**config.mk**
```make
export PLATFORM = sky130hd
export DESIGN_NAME = crsm_ram
export DESIGN_NICKNAME = d
export VERILOG_FILES = /design/src/hw/rtl/clock_replacement_slot_manager_assert.svh /design/src/hw/rtl/crsm_ram.sv
export SDC_FILE = /design/constraint.sdc
export NUM_CORES = 2
export LEC_CHECK = 0
export BUFFER_PORTS_ARGS = -buffer_cell sky130_fd_sc_hd__buf_2
export CAP_MARGIN = 40
export CORE_UTILIZATION = 60
export CTS_CLUSTER_DIAMETER = 80
export CTS_CLUSTER_SIZE = 8
export DETAILED_ROUTE_END_ITERATION = 6
export HOLD_SLACK_MARGIN = 0.12
export PLACE_DENSITY_LB_ADDON = 0.05
export SYNTH_ARGS = -nofsm -noshare
export SYNTH_HDL_FRONTEND = slang
export SYNTH_SLANG_ARGS = --single-unit
```
**constraint.sdc**
```tcl
create_clock -name clk_i -period 2.8 [get_ports clk_i]
set_input_delay 0.28 -clock clk_i [delete_from_list [all_inputs] [get_ports clk_i]]
set_output_delay 0.28 -clock clk_i [all_outputs]
set_load 0.1 [all_outputs]
```
**src/hw/rtl/clock_replacement_slot_manager_assert.svh**
```systemverilog
// Assertion macros shared by the slot manager RTL.
// Depends on a clock named clk_i and an active-low reset named rst_ni in the user.
`ifndef CLOCK_REPLACEMENT_SLOT_MANAGER_ASSERT_SVH
`define CLOCK_REPLACEMENT_SLOT_MANAGER_ASSERT_SVH

// A property that must hold at every clock edge outside reset.
`define CRSM_ASSERT(lbl, prop, msg) \
  lbl: assert property (@(posedge clk_i) disable iff (!rst_ni) (prop)) else $error(msg);

// A condition that must be followed by another one in the next cycle.
`define CRSM_ASSERT_NEXT(lbl, pre, post, msg) \
  lbl: assert property (@(posedge clk_i) disable iff (!rst_ni) (pre) |=> (post)) \
    else $error(msg);

`endif

```
**src/hw/rtl/crsm_ram.sv**
```systemverilog
// Generic simple dual-port RAM with one write port and one registered read port.
// Has no dependencies.
module crsm_ram #(
  parameter int Width = 8,
  parameter int Depth = 256
) (
  input  logic                     clk_i,
  input  logic                     we_i,
  input  logic [$clog2(Depth)-1:0] waddr_i,
  input  logic [Width-1:0]         wdata_i,
  input  logic [$clog2(Depth)-1:0] raddr_i,
  output logic [Width-1:0]         rdata_o
);

  logic [Width-1:0] mem_q [Depth];
  logic [Width-1:0] rdata_q;

  always_ff @(posedge clk_i) begin
    if (we_i) begin
      mem_q[waddr_i] <= wdata_i;
    end
    rdata_q <= mem_q[raddr_i];
  end

  assign rdata_o = rdata_q;

endmodule

```
# After elaboration in Yosys (flattened, before gate mapping)
# Memories as Yosys holds them, arrays and structs flattened. A register that Yosys moved wholly into a read port is not among the register bits.
# Index checks and enable logic that the tools add are counted.
# W data, S select, Z words.
# classes
mux	2
# ops
cell	n
$mux W1	2
# word_totals
register_bits	0
mem_bits_rw	2048
input_bits	26
out_inout_bits	8
wordCells	3
n_memories	1
# mem_list
memory	words	word_bits	read_ports	rd_ports_with_merged_regs	wr	line_no	text
mem_q	256	8	1	1	1	crsm_ram.sv:15	logic [Width-1:0] mem_q [Depth];

# Depth between registers and ports, before layout
# logic_depth
word_depth	2
mapped_depth	11
depth_no_buf	6

# Worst setup path before layout
# OpenSTA, ideal clock, no wires.
# synth_timing
path_kind	input to register
startpoint	input port raddr_i[0]
endpoint	register rdata_q[2], in the netlist rdata_o[2] (read register of mem_q)
setup_time_ns	0.131
arrival_ns	2.087
required_ns	2.669
path_slack_ns	0.582
cell_stages	9
path_buffers	4
path_cell_list	buf_6 -> buf_12 -> buf_8 -> buf_2 -> mux4_2 -> a22oi_1 -> a21oi_1 -> nor4_1 -> nor4_2
# synth_lines
element	line_no	text
from (decl)	crsm_ram.sv:11	input logic [$clog2(Depth)-1:0] raddr_i,
to (decl)	crsm_ram.sv:16	logic [Width-1:0] rdata_q;

==> reports/metrics.yaml <==
status: "completed"
design.die.area_sq_mm: 0.134
viasPerCell: 6.69
routedWlPerCell_microns: 32.8
synth.top_cell.area_share_pct: 77.3
die_w_microns: 366
required_ps: 3540
detail-route-antenna-nets: 0
final_area_sq_mm: 0.0937
rsz0062_at_grt: "false"
start_util_pct: 60.5
ys_warn_count: 0
place_inst: 5836
worstSkewPairLatency_ps: 910
netSwitchingFraction_pct: 20.3
pwr-share-comb_pct: 5.1
seq_power_share_pct: 49.4
pwr-share-clk_pct: 45.5
max_freq_mhz: 366
hp-start: "waddr_i[7]"
crit_path_end_kind: "register"
synthTopCellsByArea: "edfxtp_1, mux4_2, mux2i_1, nor2_1, a22oi_1"
final_cell_mix: "edfxtp_1, buf_4, mux4_2"
rows: 133
hpwl_mm: 128
clock-sinks: 2056
vdd_drop_max_mv: 0.700
final_nets: 4431
r2r_start: "mem_q[69][1]"
post-route-min-period_ps: 2730
r2r_end: "rdata_o[1]"
synth-edff-count: 2048
grt_first_pass_wirelength_mm: 297
yosys.area.top_type: "edfxtp_1"
hp-class: "primary input to register"
synth_cells: 3733
place.gp.congestion: 0.908
fin_skew_ps: 43.8
path_clk_slew_ps: 50
maxCapViolCount: 0
die_y_microns: 366
tightest_slew_ps: 1000
synth_area_sq_mm: 0.0796
io_buffers: 33
drive_gt1_share_pct: 31.0
ys_types: 55
drtIter0Drc: 5026
yosysSeqAreaShare_pct: 77.5
grt_overflow: 0
finalMaxSlewViolations: 0
p_int_uw: 55000
htree_levels: 5
cts-root-buf: "clkbuf_16"
switching_power_uw: 14000
final_common_cell: "edfxtp_1"
hold_ws_ps: 195
first_pass_iters: 5
finalSetupViolations: 0
fin_crit_sh_pct: 97.7
synthArstFlopShare_pct: 0
r2r_cells: 6
cts_setup_buffers: 0
worst-path-max-fanout: 1
io_pins: 34
finalSetupTns_ps: 0
cts_buffers: 306
core_area_sq_mm: 0.131
reg2reg_slack_ps: 70
max-slew-margin-rel_pct: 33.2
whs_path_depth: 4
place_area_sq_mm: 0.0855
grtUsageTotal_pct: 30.9
cts_buffer_depth: 4
hold_violations: 0
cellPowerDensity_mw_per_mm2: 736
antenna_found_initial: 13
crit_type: "register to register"
drt-total-wl_mm: 203
synth_top_flop_cell: "edfxtp_1"
syn_area_per_cell_sq_um: 21.3
synth_fp_nets: 3759
via_count: 41500
pre_cts_slack_ps: -466
worstPathArrival_ps: 3480
drc: 0
whs_endpoint: "mem_q[247][7]"
ys_ff_latch: 2056
setup_ws_ps: 65.2
area_growth_pct: 17.8
fin_cells: 6202
grt_max_degree: 161
leakage_uw: 0.0305
grt_pass1_vias: 42900
startpoint_type: "register"
cts_tree: "done"
[cells in the mapped netlist, types with 13 or more instances]
library cell,count
nor3_1,22
a22oi_1,133
nand3_1,34
o22ai_1,28
nand2_1,33
mux2i_1,134
edfxtp_1,2048
nor2_1,282
a21oi_1,96
buf_4,27
buf_8,13
buf_6,21
buf_1,22
nor4_1,24
mux4_2,454
nor2b_1,31
buf_2,31
a211oi_1,16
a221oi_1,13
o221ai_1,46
clkbuf_1,111
[metrics by stage]
| stage | power, uW | utilization (%) |
|---|---|---|
| 2_1_floorplan | 36400 | - |
| 3_3_place_gp | 38000 | 65.1 |
| 4_1_cts | 69400 | 71.3 |
| 6_report | 69000 | 71.3 |
| 3_5_place_dp | 38100 | 65.1 |
| 5_1_grt | 70700 | 71.3 |
[final cells by class]
| type | count | area, sq um |
|---|---|---|
| Fill cell | 7784 | 37700 |
| Timing Repair Buffer | 597 | 5350 |
| Multi-Input combinational cell | 1442 | 16500 |
| Inverter | 2 | 7.51 |
| Clock buffer | 341 | 7980 |
| Tap cell | 1755 | 2200 |
| Clock inverter | 2 | 17.5 |
| Antenna cell | 7 | 17.5 |
| Sequential cell | 2056 | 61700 |
[metal layers]
| layer | part of all wire, % | vias to the layer above | GRT usage [%] |
|---|---|---|---|
| met5 | 0.043 | - | 0 |
| met1 | 38 | 21800 | 44.0 |
| met4 | 3.7 | 12 | 12.0 |
| met3 | 9.5 | 443 | 5.80 |
| met2 | 48 | 2367 | 48.4 |
| li1 | - | 16900 | - |
[kinds of logic after synthesis]
kind of cell	synth area share, %
mux	14.6
compound gates	3.42
flops	77.5
simple gates	2.63
buf+inv	1.83
[sequential cells by signal (all words and copies together) (netlist names)]
name	cells
mem_q	2048
rdata_o	8
[worst max-delay path: stages, from the launching register on]
cell      delay, ps
edfxtp_1        380
mux4_2          500
mux4_2          520
nor2b_1         160
nor4_1          710
buf_4           280
nor4_1           60
[power groups by stage]
stage	logic [uW]	clock network, uW	registers (uW)
after floorplan	1650	0	34800
after global placement	3430	0	34600
after detailed placement	3510	0	34600
after CTS	3550	31800	34100
after global routing	3700	33000	34000
final	3540	31400	34100
[worst max-delay path by stage]
stage / start / to / slack, ps / depth (start not counted)
floorplan: raddr_i[0] / rdata_o[2] / 580 / 9
global placement: raddr_i[0] / rdata_o[5] / -760 / 9
detailed placement: raddr_i[0] / rdata_o[5] / -470 / 10
CTS: mem_q[70][1] / rdata_o[1] / 30 / 6
global route: mem_q[71][1] / rdata_o[1] / 60 / 6
finish: mem_q[69][1] / rdata_o[1] / 70 / 6
[what timing repair did]
item                                    in CTS  in global routing
hold buffers                                16                  0
endpoints found under the setup margin       2                  0
resized for setup                            2                  0
hold endpoints to repair                   542                  0
No activity file was read; power rests on OpenSTA's default activity.
